--- config.mk ---
export PLATFORM = sky130hd
export DESIGN_NAME = adc_sample_conditioner_flat
export DESIGN_NICKNAME = d
export VERILOG_FILES = /design/src/hdl/adc_sc_pkg.sv /design/src/hdl/adc_sc_if.sv /design/src/hdl/adc_sc_div.sv /design/src/hdl/adc_sample_conditioner.sv /design/src/flat_wrapper.sv
export SDC_FILE = /design/constraint.sdc
export NUM_CORES = 2
export LEC_CHECK = 0
export BUFFER_PORTS_ARGS = -buffer_cell sky130_fd_sc_hd__clkbuf_2
export CORE_AREA = 2 2 444 446
export DETAILED_ROUTE_END_ITERATION = 10
export DIE_AREA = 0 0 446 448
export GPL_ROUTABILITY_DRIVEN = 0
export PLACE_DENSITY_LB_ADDON = 0.3
export SYNTH_ARGS = -nofsm -noshare
export SYNTH_HDL_FRONTEND = slang
export SYNTH_HIERARCHICAL = 1
export SYNTH_SLANG_ARGS = --single-unit
--- constraint.sdc ---
create_clock -name clk_i -period 6.1 [get_ports clk_i]
set_clock_uncertainty 0.2 [all_clocks]
set_input_delay 1.525 -clock clk_i [delete_from_list [all_inputs] [get_ports clk_i]]
set_output_delay 1.525 -clock clk_i [all_outputs]
set_load 0.02 [all_outputs]
--- src/hdl/adc_sc_pkg.sv ---
// Package: shared constants and types for the ADC sample conditioner.
package adc_sc_pkg;

  localparam int WINDOW_LEN   = 150;
  localparam int SAMPLE_W     = 12;
  localparam int MODE_W       = 2;
  localparam int SAMPLE_MAX   = 4095;
  localparam int SUM_W        = $clog2(WINDOW_LEN * SAMPLE_MAX + 1);
  localparam int CNT_W        = $clog2(WINDOW_LEN + 1);
  localparam int POS_W        = (WINDOW_LEN > 1) ? $clog2(WINDOW_LEN) : 1;
  localparam int STEP_W       = $clog2(SUM_W + 1);
  localparam int NOISE_W      = 16;
  localparam int NOISE_BYTE_W = 8;
  localparam int NOISE_OFFSET = 128;
  localparam int NSUM_W       = SAMPLE_W + 2;

  localparam logic [NOISE_W-1:0] NOISE_SEED = 16'hACE1;

  typedef enum logic [MODE_W-1:0] {
    MODE_PASS  = 2'd0,
    MODE_AVG   = 2'd1,
    MODE_NOISE = 2'd2
  } mode_e;

  typedef enum logic [2:0] {
    ST_IDLE,
    ST_READ,
    ST_UPDATE,
    ST_DIVIDE,
    ST_DONE
  } state_e;

endpackage

--- src/hdl/adc_sc_if.sv ---
// Interfaces: sample, result and mode channels of the ADC sample conditioner.
interface adc_sc_sample_if;
  import adc_sc_pkg::*;
  logic                valid;
  logic                ready;
  logic [SAMPLE_W-1:0] sample;
  modport source (output valid, output sample, input ready);
  modport sink (input valid, input sample, output ready);
endinterface

interface adc_sc_result_if;
  import adc_sc_pkg::*;
  logic                valid;
  logic                ready;
  logic [SAMPLE_W-1:0] result;
  modport source (output valid, output result, input ready);
  modport sink (input valid, input result, output ready);
endinterface

interface adc_sc_cfg_if;
  import adc_sc_pkg::*;
  logic              valid;
  logic              ready;
  logic [MODE_W-1:0] mode;
  modport source (output valid, output mode, input ready);
  modport sink (input valid, input mode, output ready);
endinterface

--- src/hdl/adc_sc_div.sv ---
// Restoring divider: one quotient bit per cycle, running sum over fill count.
module adc_sc_div (
  input  logic                          clk_i,
  input  logic                          rst_ni,
  input  logic                          start_i,
  input  logic [adc_sc_pkg::SUM_W-1:0]  dividend_i,
  input  logic [adc_sc_pkg::CNT_W-1:0]  divisor_i,
  output logic                          busy_o,
  output logic                          done_o,
  output logic [adc_sc_pkg::SAMPLE_W-1:0] quotient_o
);
  import adc_sc_pkg::*;

  logic              busy_q, busy_d;
  logic              done_q, done_d;
  logic [STEP_W-1:0] step_q, step_d;
  logic [CNT_W-1:0]  rem_q, rem_d;
  logic [SUM_W-1:0]  quo_q, quo_d;
  logic [CNT_W-1:0]  dvs_q, dvs_d;
  logic [CNT_W:0]    trial;
  logic              ge;

  assign trial = {rem_q, quo_q[SUM_W-1]};
  assign ge    = trial >= {1'b0, dvs_q};

  always_comb begin
    busy_d = busy_q;
    done_d = 1'b0;
    step_d = step_q;
    rem_d  = rem_q;
    quo_d  = quo_q;
    dvs_d  = dvs_q;
    if (start_i && !busy_q) begin
      busy_d = 1'b1;
      step_d = STEP_W'(SUM_W);
      rem_d  = '0;
      quo_d  = dividend_i;
      dvs_d  = divisor_i;
    end else if (busy_q) begin
      rem_d  = ge ? CNT_W'(trial - {1'b0, dvs_q}) : trial[CNT_W-1:0];
      quo_d  = {quo_q[SUM_W-2:0], ge};
      step_d = step_q - 1'b1;
      if (step_q == STEP_W'(1)) begin
        busy_d = 1'b0;
        done_d = 1'b1;
      end
    end
  end

  always_ff @(posedge clk_i or negedge rst_ni) begin
    if (!rst_ni) begin
      busy_q <= 1'b0;
      done_q <= 1'b0;
      step_q <= '0;
    end else begin
      busy_q <= busy_d;
      done_q <= done_d;
      step_q <= step_d;
    end
  end

  always_ff @(posedge clk_i) begin
    rem_q <= rem_d;
    quo_q <= quo_d;
    dvs_q <= dvs_d;
  end

  assign busy_o     = busy_q;
  assign done_o     = done_q;
  assign quotient_o = quo_q[SAMPLE_W-1:0];

  a_start_idle: assert property (@(posedge clk_i) disable iff (!rst_ni)
    start_i |-> !busy_q) else $error("divider started while busy");
  a_done_after_busy: assert property (@(posedge clk_i) disable iff (!rst_ni)
    done_q |-> $past(busy_q)) else $error("done without a running division");
  a_done_step: assert property (@(posedge clk_i) disable iff (!rst_ni)
    busy_q |-> step_q != '0) else $error("divider busy with no steps left");

endmodule

--- src/hdl/adc_sample_conditioner.sv ---
// Top level: ADC sample conditioner (pass-through, moving average, noise).
//
//  channel   dir  handshake      payload
//  sample_i  in   valid/ready    sample [11:0]
//  result_o  out  valid/ready    result [11:0]
//  cfg_i     in   valid/ready    mode   [1:0]
//
// Pass-through and noise: the result is registered at accept, then loaded into the output register.
// Moving average: from accept, ring read, sum update, 20-step divider, done flag, then the
// load into the output register.
// One item at a time; sample_i.ready is high only when the sequencer is idle.
// A result waits in the output register; a stalled result holds the next one.
// Reset clears mode, average state and seeds the noise generator; no sweep.
module adc_sample_conditioner (
  input  logic                   clk_i,
  input  logic                   rst_ni,
  adc_sc_sample_if.sink          sample_i,
  adc_sc_result_if.source        result_o,
  adc_sc_cfg_if.sink             cfg_i
);
  import adc_sc_pkg::*;

  state_e               state_q, state_d;
  logic [MODE_W-1:0]    mode_q;
  logic [SUM_W-1:0]     sum_q;
  logic [POS_W-1:0]     pos_q;
  logic [CNT_W-1:0]     fill_q;
  logic [NOISE_W-1:0]   lfsr_q;
  logic                 out_valid_q;
  logic [SAMPLE_W-1:0]  out_data_q;
  logic [SAMPLE_W-1:0]  sample_q;
  logic [SAMPLE_W-1:0]  res_q;
  logic [SAMPLE_W-1:0]  rd_q;
  logic [SAMPLE_W-1:0]  win_mem_q [WINDOW_LEN];

  logic                 in_acc, cfg_acc, out_load, mem_we, div_start;
  logic                 div_busy, div_done;
  logic [SAMPLE_W-1:0]  div_quo;
  logic                 full;
  logic [SAMPLE_W-1:0]  old_val;
  logic [SUM_W-1:0]     sum_upd;
  logic [POS_W-1:0]     pos_next;
  logic [CNT_W-1:0]     fill_next;
  logic [NOISE_W-1:0]   x1, x2, lfsr_next;
  logic [NSUM_W-1:0]    nsum, ndiff;
  logic [SAMPLE_W-1:0]  noise_res;

  assign sample_i.ready = (state_q == ST_IDLE);
  assign cfg_i.ready    = 1'b1;
  assign in_acc         = sample_i.valid && sample_i.ready;
  assign cfg_acc        = cfg_i.valid && cfg_i.ready;
  assign result_o.valid  = out_valid_q;
  assign result_o.result = out_data_q;

  // ring bookkeeping
  assign full      = (fill_q == CNT_W'(WINDOW_LEN));
  assign old_val   = full ? rd_q : '0;
  assign sum_upd   = sum_q - SUM_W'(old_val) + SUM_W'(sample_q);
  assign pos_next  = (pos_q == POS_W'(WINDOW_LEN - 1)) ? '0 : pos_q + 1'b1;
  assign fill_next = full ? fill_q : fill_q + 1'b1;

  // xorshift 7, 9, 13 and clamped offset
  assign x1        = lfsr_q ^ (lfsr_q >> 7);
  assign x2        = x1 ^ (x1 << 9);
  assign lfsr_next = x2 ^ (x2 >> 13);
  assign nsum      = NSUM_W'(sample_i.sample) + NSUM_W'(lfsr_next[NOISE_BYTE_W-1:0]);
  assign ndiff     = nsum - NSUM_W'(NOISE_OFFSET);

  always_comb begin
    if (nsum < NSUM_W'(NOISE_OFFSET)) begin
      noise_res = '0;
    end else if (ndiff > NSUM_W'(SAMPLE_MAX)) begin
      noise_res = SAMPLE_W'(SAMPLE_MAX);
    end else begin
      noise_res = ndiff[SAMPLE_W-1:0];
    end
  end

  always_comb begin
    state_d   = state_q;
    out_load  = 1'b0;
    mem_we    = 1'b0;
    div_start = 1'b0;
    unique case (state_q)
      ST_IDLE: begin
        if (sample_i.valid) begin
          state_d = (mode_q == MODE_AVG) ? ST_READ : ST_DONE;
        end
      end
      ST_READ:   state_d = ST_UPDATE;
      ST_UPDATE: begin
        mem_we    = 1'b1;
        div_start = 1'b1;
        state_d   = ST_DIVIDE;
      end
      ST_DIVIDE: begin
        if (div_done) state_d = ST_DONE;
      end
      ST_DONE: begin
        if (!out_valid_q || result_o.ready) begin
          out_load = 1'b1;
          state_d  = ST_IDLE;
        end
      end
      default: state_d = ST_IDLE;
    endcase
  end

  always_ff @(posedge clk_i or negedge rst_ni) begin
    if (!rst_ni) begin
      state_q     <= ST_IDLE;
      mode_q      <= MODE_PASS;
      sum_q       <= '0;
      pos_q       <= '0;
      fill_q      <= '0;
      lfsr_q      <= NOISE_SEED;
      out_valid_q <= 1'b0;
    end else begin
      state_q <= state_d;
      if (cfg_acc) begin
        mode_q <= cfg_i.mode;
        sum_q  <= '0;
        pos_q  <= '0;
        fill_q <= '0;
      end else if (state_q == ST_UPDATE) begin
        sum_q  <= sum_upd;
        pos_q  <= pos_next;
        fill_q <= fill_next;
      end
      if (in_acc && mode_q == MODE_NOISE) lfsr_q <= lfsr_next;
      if (out_load) begin
        out_valid_q <= 1'b1;
      end else if (result_o.ready) begin
        out_valid_q <= 1'b0;
      end
    end
  end

  always_ff @(posedge clk_i) begin
    if (in_acc) begin
      sample_q <= sample_i.sample;
      res_q    <= (mode_q == MODE_NOISE) ? noise_res : sample_i.sample;
    end else if (div_done) begin
      res_q <= div_quo;
    end
    if (out_load) out_data_q <= res_q;
  end

  // ring memory, registered read
  always_ff @(posedge clk_i) begin
    if (mem_we) win_mem_q[pos_q] <= sample_q;
    rd_q <= win_mem_q[pos_q];
  end

  adc_sc_div u_div (
    .clk_i      (clk_i),
    .rst_ni     (rst_ni),
    .start_i    (div_start),
    .dividend_i (sum_upd),
    .divisor_i  (fill_next),
    .busy_o     (div_busy),
    .done_o     (div_done),
    .quotient_o (div_quo)
  );

  a_fill_range: assert property (@(posedge clk_i) disable iff (!rst_ni)
    fill_q <= CNT_W'(WINDOW_LEN)) else $error("fill count beyond window");
  a_pos_tracks_fill: assert property (@(posedge clk_i) disable iff (!rst_ni)
    !full |-> CNT_W'(pos_q) == fill_q) else $error("ring position off fill count");
  a_div_in_state: assert property (@(posedge clk_i) disable iff (!rst_ni)
    (div_done || div_busy) |-> state_q == ST_DIVIDE)
    else $error("divider active outside divide state");

endmodule
--- src/flat_wrapper.sv ---
// flat-port wrapper written by rule: the top's interface ports become plain ports
module adc_sample_conditioner_flat import adc_sc_pkg::*;
  (clk_i, rst_ni, sample_i_valid, sample_i_sample, sample_i_ready, result_o_valid, result_o_result, result_o_ready, cfg_i_valid, cfg_i_mode, cfg_i_ready);
  adc_sc_sample_if sample_i_i ();
  adc_sc_result_if result_o_i ();
  adc_sc_cfg_if cfg_i_i ();
  input  logic clk_i;
  input  logic rst_ni;
  input wire logic [$bits(sample_i_i.valid)-1:0] sample_i_valid;
  input wire logic [$bits(sample_i_i.sample)-1:0] sample_i_sample;
  output wire logic [$bits(sample_i_i.ready)-1:0] sample_i_ready;
  output wire logic [$bits(result_o_i.valid)-1:0] result_o_valid;
  output wire logic [$bits(result_o_i.result)-1:0] result_o_result;
  input wire logic [$bits(result_o_i.ready)-1:0] result_o_ready;
  input wire logic [$bits(cfg_i_i.valid)-1:0] cfg_i_valid;
  input wire logic [$bits(cfg_i_i.mode)-1:0] cfg_i_mode;
  output wire logic [$bits(cfg_i_i.ready)-1:0] cfg_i_ready;
  assign sample_i_i.valid = sample_i_valid;
  assign sample_i_i.sample = sample_i_sample;
  assign sample_i_ready = sample_i_i.ready;
  assign result_o_valid = result_o_i.valid;
  assign result_o_result = result_o_i.result;
  assign result_o_i.ready = result_o_ready;
  assign cfg_i_i.valid = cfg_i_valid;
  assign cfg_i_i.mode = cfg_i_mode;
  assign cfg_i_ready = cfg_i_i.ready;
  adc_sample_conditioner u_core (.clk_i(clk_i), .rst_ni(rst_ni), .sample_i(sample_i_i), .result_o(result_o_i), .cfg_i(cfg_i_i));
endmodule
**After elaboration in Yosys (flattened, before gate mapping)**

Memory sizes are Yosys's and may differ from the RTL's. A register that Yosys moved wholly into a read port is not among the register bits.
Index checks and enable logic that the tools add are counted.

- Flip-flop bits (word level): 137
- RAM bits: 1800
- Input port bits: 19
- Memories kept: 1

Memories:

| name | depth | width | rd ports | clocked after Yosys merged registers in | wr ports | line | source |
|---|---|---|---|---|---|---|---|
| u_core.win_mem_q | 150 | 12 | 1 | 1 | 1 | adc_sample_conditioner.sv:34 | `logic [SAMPLE_W-1:0] win_mem_q [WINDOW_LEN];` |

- Add/sub/neg operators: 8
- Magnitude comparators: 3
- Equality and inequality tests: 12
- Multiplexer cells: 37
- Bitwise operators: 3
- Reductions and logical operators: 12

Operators by type and width:

| kind | count |
|---|---|
| $mux 20 | 4 |
| $mux 12 | 6 |
| $mux 8 | 7 |
| $add 20x12->20 | 1 |
| $sub 20x12->20 | 1 |
| $add 8x1->8 const B | 2 |
| $eq 8x8->1 const B | 2 |
| $xor 16x16->16 | 1 |
| $xor 16x3->16 | 1 |
| $xor 16x9->16 | 1 |
| $pmux 3 s5 | 1 |
| $gt 14x12->1 const B | 1 |
| $lt 14x8->1 const B | 1 |
| $sub 14x8->14 const B | 1 |
| $add 12x8->13 | 1 |
| $mux 1 | 13 |
| $mux 3 | 4 |
| $mux 5 | 2 |
| $ge 9x8->1 | 1 |
| $reduce_bool 2->1 | 4 |
| $sub 8x8->8 | 1 |
| $eq 3x2->1 const B | 2 |
| $eq 5x1->1 const B | 1 |
| $sub 5x1->5 const B | 1 |
| other kinds (11) | 15 |

**Longest topological paths before layout**

- Depth in word-level cells: 10
- Gate-level depth with buffers: 18

**Modules after synthesis**

The synthesis kept the hierarchy.

By module, submodules not included:

| module | instances | cells an instance | area an instance (um2) | sequential area each (um2) |
|---|---|---|---|---|
| adc_sample_conditioner | 1 | 3506 | 75468.6 | 56834.5 |
| adc_sc_div | 1 | 179 | 2182.1 | 1176.1 |

**Least setup slack after synthesis**

Ideal clock, no wire load.

- Kind: register -> register
- Start point: register u_core.sample_q[1]
- End point: register u_core.u_div.quo_q[19] (data pin)
- Setup time: 0.262 ns
- Data arrival time: 5.049 ns
- Data required time: 5.638 ns
- Slack: 0.589 ns
- Stages on the path, launching flop included: 14
- Path buffers: 0
- Cell sequence: edfxtp_1 > inv_1 > fa_1 > inv_1 > ha_1 > a211oi_1 > o21ai_0 > a31oi_1 > o211ai_1 > a31o_2 > mux2_2 > or2_2 > xnor2_1 > mux2_1

- Longest elaborated chain between the ends: 2

RTL lines:

| item | line | source |
|---|---|---|
| from (decl) | adc_sample_conditioner.sv:31 | `logic [SAMPLE_W-1:0] sample_q;` |
| from (signal assigned) | adc_sample_conditioner.sv:141 | `sample_q <= sample_i.sample;` |
| $add 20x12->20 | adc_sample_conditioner.sv:58 | `assign sum_upd = sum_q - SUM_W'(old_val) + SUM_W'(sample_q);` |
| via u_core.sum_upd[19] | adc_sample_conditioner.sv:41 | `logic [SUM_W-1:0] sum_upd;` |
| $mux 20 | adc_sc_div.sv:33 | `if (start_i && !busy_q) begin` |
| via u_core.u_div.quo_d[19] | adc_sc_div.sv:18 | `logic [SUM_W-1:0] quo_q, quo_d;` |
| to (signal assigned) | adc_sc_div.sv:64 | `quo_q <= quo_d;` |
| to (decl) | adc_sc_div.sv:18 |  |

The timed path passes the listed nets, and every way through them passes these cells.
A chain may end at the register's enable or synchronous reset.

**Worst setup path after layout**

- Start point: register u_core.fill_q[0]
- End point: register u_core.u_div.quo_q[19] (data pin)

- Longest elaborated chain between the ends: 5

RTL lines:

| item | line | source |
|---|---|---|
| from (decl) | adc_sample_conditioner.sv:27 | `logic [CNT_W-1:0] fill_q;` |
| from (signal assigned) | adc_sample_conditioner.sv:128 | `fill_q <= fill_next;` |
| $eq 8x8->1 | adc_sample_conditioner.sv:56 | `assign full = (fill_q == CNT_W'(WINDOW_LEN));` |
| $mux 12 | adc_sample_conditioner.sv:57 | `assign old_val = full ? rd_q : '0;` |
| $sub 20x12->20 | adc_sample_conditioner.sv:58 |  |
| $add 20x12->20 | adc_sample_conditioner.sv:58 |  |
| via u_core.sum_upd[19] | adc_sample_conditioner.sv:41 |  |
| $mux 20 | adc_sc_div.sv:33 |  |
| via u_core.u_div.quo_d[19] | adc_sc_div.sv:18 |  |

The timed path passes the listed nets, and every way through them passes these cells.

==> results.json <==
{
  "status": "finished clean",
  "via_count": 37024,
  "postPlaceCellArea_um2": 82000,
  "hold_ws_ns": 0.227,
  "ys_seq_area_share_pct": 74.7,
  "cts_tree": "yes",
  "clock_power_share_pct": 37.4,
  "seq_power_share_pct": 45.7,
  "grt_max_degree": 103,
  "crit_fanout": 18,
  "drt_first_pass_iters": 8,
  "drcViolationCount": 0,
  "initial_utilization_pct": 39.9,
  "cts_made_buffers": 200,
  "htreeDepth": 4,
  "final_nets": 4024,
  "critPathLaunch": "u_core/fill_q[0]",
  "post_cts_buffers": 0,
  "design.core.area_um2": 195000,
  "synth_area_um2": 77700,
  "worstPathArrival_ns": 5.23,
  "rsz0062_at_grt": "false",
  "grt_first_pass_wirelength_um": 263000,
  "synth_fp_nets": 3763,
  "fmax_mhz": 206,
  "clkSinkCount": 1949,
  "num_rows": 162,
  "drv_slew": 0,
  "grt_pass1_vias": 37342,
  "drive_gt1_share_pct": 28.1,
  "power_mw": 33.0,
  "synth_top_area_cell": "edfxtp_1",
  "place_ws_ns": 1.03,
  "p_leak_nw": 27.6,
  "yosysWarnings": 6,
  "wl_um": 179000,
  "p_int_mw": 24.7,
  "max_cap_viol_count": 0,
  "period_minus_slack_ns": 4.85,
  "grt_usage_pct": 18.0,
  "drt_iter0_markers": 3980,
  "clock_latency_ns": 0.85,
  "chipHeight_um": 448,
  "timing.final.crit_share_pct": 79.5,
  "cts-root-buf": "clkbuf_16",
  "wl_per_cell_um": 26.9,
  "hold_viol_final": 0,
  "cts_buffer_depth": 3,
  "fill_cells": 16270,
  "synth_area_per_cell_um2": 21.1,
  "syn2layout_area_growth_pct": 14.2,
  "peakVddDrop_uv": 308,
  "synth_flop_cell": "edfxtp_1",
  "p_sw_mw": 8.32,
  "ant_nets": 0,
  "swShare_pct": 25.2,
  "yosys-top-cells-area": "edfxtp_1 72%, mux4_2 17%, dfrtp_1 1.8%",
  "setup_viol": 0,
  "slew_headroom_pct": 14.4,
  "required_ns": 6.48,
  "post_cts_resized": 0,
  "synth_cell_types": 67,
  "setup_tns_ns": 0,
  "numPortBuffers": 32,
  "io_pins": 34,
  "rr_startpoint": "u_core/fill_q[0]",
  "hold_start": "u_core/res_q[10]",
  "clk_pin_slew_ns": 0.06,
  "worstMarginPinSlew_ns": 1.28,
  "die_w_um": 446,
  "hold_buffers": 0,
  "synth_seq_cells": 1949,
  "syn_inst": 3685,
  "synth_top_cell_area_share_pct": 72.1,
  "antenna_found_initial": 11,
  "stdcell_area_um2": 88600,
  "p_per_area_nw_per_um2": 373,
  "synth_edf_count": 1864,
  "setup_ws_ns": 1.25,
  "min_path_type": "reg -> reg",
  "pwr-share-comb_pct": 17.0,
  "viasPerCell": 5.56,
  "worstSetupPathType": "reg -> reg",
  "critPathLaunchType": "flip-flop",
  "grt_overflow": 0,
  "async_reset_ff_share_pct": 3.34,
  "dieArea_um2": 200000,
  "dp_hpwl_um": 109000,
  "endpoint_kind": "flip-flop"
}
area by class of cell:
type                    count  area [um2]  area share [%]
flip-flops and latches   1949       58000            65.5
multi-input cells        1445       18300            20.7
clock buffers             239        5150            5.81
well taps                2542        3180            3.59
repair buffers            257        2060            2.33
clock inverters           138        1530            1.72
inverters                  93         349           0.394
diodes                      1        2.50         0.00282
stage by stage:
step                std cells  utilization [%]
floorplan                3685                -
global placement         6286             42.1
detailed placement       6286             42.1
CTS                      6663             45.6
global route             6663             45.6
finish                   6664             45.6
state kept, by name (all words and copies together), names as in the netlist:
name and cells:
u_core/u_div/done_o 1, u_core/win_mem_q 1800, u_core/pos_q 8, u_core/sample_q 12, u_core/mode_q 2, u_core/lfsr_q 16
u_core/rd_q 12, u_core/result_o.valid 1, u_core/u_div/dvs_q 8, u_core/u_div/quo_q 20, u_core/u_div/busy_o 1, u_core/sum_q 20
u_core/fill_q 8, u_core/state_q 3, u_core/u_div/step_q 5, u_core/u_div/rem_q 8, u_core/res_q 12, u_core/result_o.result 12
path summary, 6_finish.rpt:
check                                        endpoint  slack, ns  cells after the start
min in group asynchronous      u_core/u_div/step_q[0]       0.62                      1
hold / removal             u_core/result_o.result[10]       0.23                      0
setup reg to reg               u_core/u_div/quo_q[19]       1.25                     18
setup / recovery               u_core/u_div/quo_q[19]       1.25                     18
max in group asynchronous             u_core/pos_q[2]       4.34                      1
hold reg to reg            u_core/result_o.result[10]       0.23                      0
layout by cell type (no fill, tap or decap), drive strengths merged, types with 11 or more instances in the layout:
cell type	netlist	layout
a211oi	11	11
a21oi	44	44
and2	12	12
buf	119	226
bufinv	0	25
clkbuf	79	270
clkinv	0	94
dfrtp	57	57
dfxtp	20	20
edfxtp	1864	1864
fa	14	14
ha	45	45
inv	93	103
mux2	25	25
mux2i	26	26
mux4	569	569
nand2	150	150
nand3	27	27
nor2	220	220
nor2b	18	18
nor3	14	14
o211ai	19	19
o21ai	47	47
o221ai	12	12
xnor2	48	48
xor2	24	24
critical path, stage by stage (launching register included):
cell	delay (ns)
dfrtp_1	0.43
inv_1	0.08
ha_1	0.14
nand4b_1	0.11
nor4b_2	0.22
buf_4	0.26
and2_1	0.17
fa_1	0.42
inv_1	0.10
ha_1	0.24
a211oi_1	0.27
o21ai_0	0.19
a31oi_1	0.35
o211ai_1	0.13
a31o_2	0.27
mux2_2	0.29
or2_2	0.31
xnor2_1	0.12
mux2_1	0.29
power by group through the flow:
stage	Sequential, mW	Clock, mW	Combinational (mW)
3_3_place_gp	15.4	0	5.66
2_1_floorplan	15.2	0	4.34
3_5_place_dp	15.4	0	5.69
6_report	15.1	12.3	5.61
5_1_grt	15.1	13.1	6.04
4_1_cts	15.1	12.6	5.71
per-layer routing:
metal	up-vias	wire length [um]	global-route usage (%)
li1	15693	-	-
met1	19878	77900	25.9
met2	1196	85700	28.5
met3	255	11300	2.99
met4	2	4540	5.26
met5	-	20	0
logic make-up (layout without fill, tap and decap cells):
logic type                 count (synthesis)  count (layout)  synth area share, %
AOI/OAI and AO/OA                        207             207                 1.80
xor gates and xnor gates                  72              72                0.812
adders and majority gates                 59              59                 1.09
buffers and inverters                    291             727                 1.71
DFF                                     1949            1949                 74.7
muxes                                    620             620                 17.2
other                                      1               2              0.00483
and+or+nand+nor                          486             486                 2.68
Yosys cell counts, drive strengths merged (14+ instances only):
cell / instances
edfxtp: 1864
mux4: 569
nor2: 220
nand2: 150
buf: 119
inv: 93
clkbuf: 79
dfrtp: 57
xnor2: 48
o21ai: 47
ha: 45
a21oi: 44
nand3: 27
mux2i: 26
mux2: 25
xor2: 24
dfxtp: 20
o211ai: 19
nor2b: 18
fa: 14
nor3: 14
Note: power is estimated with default switching activity, not from simulation.
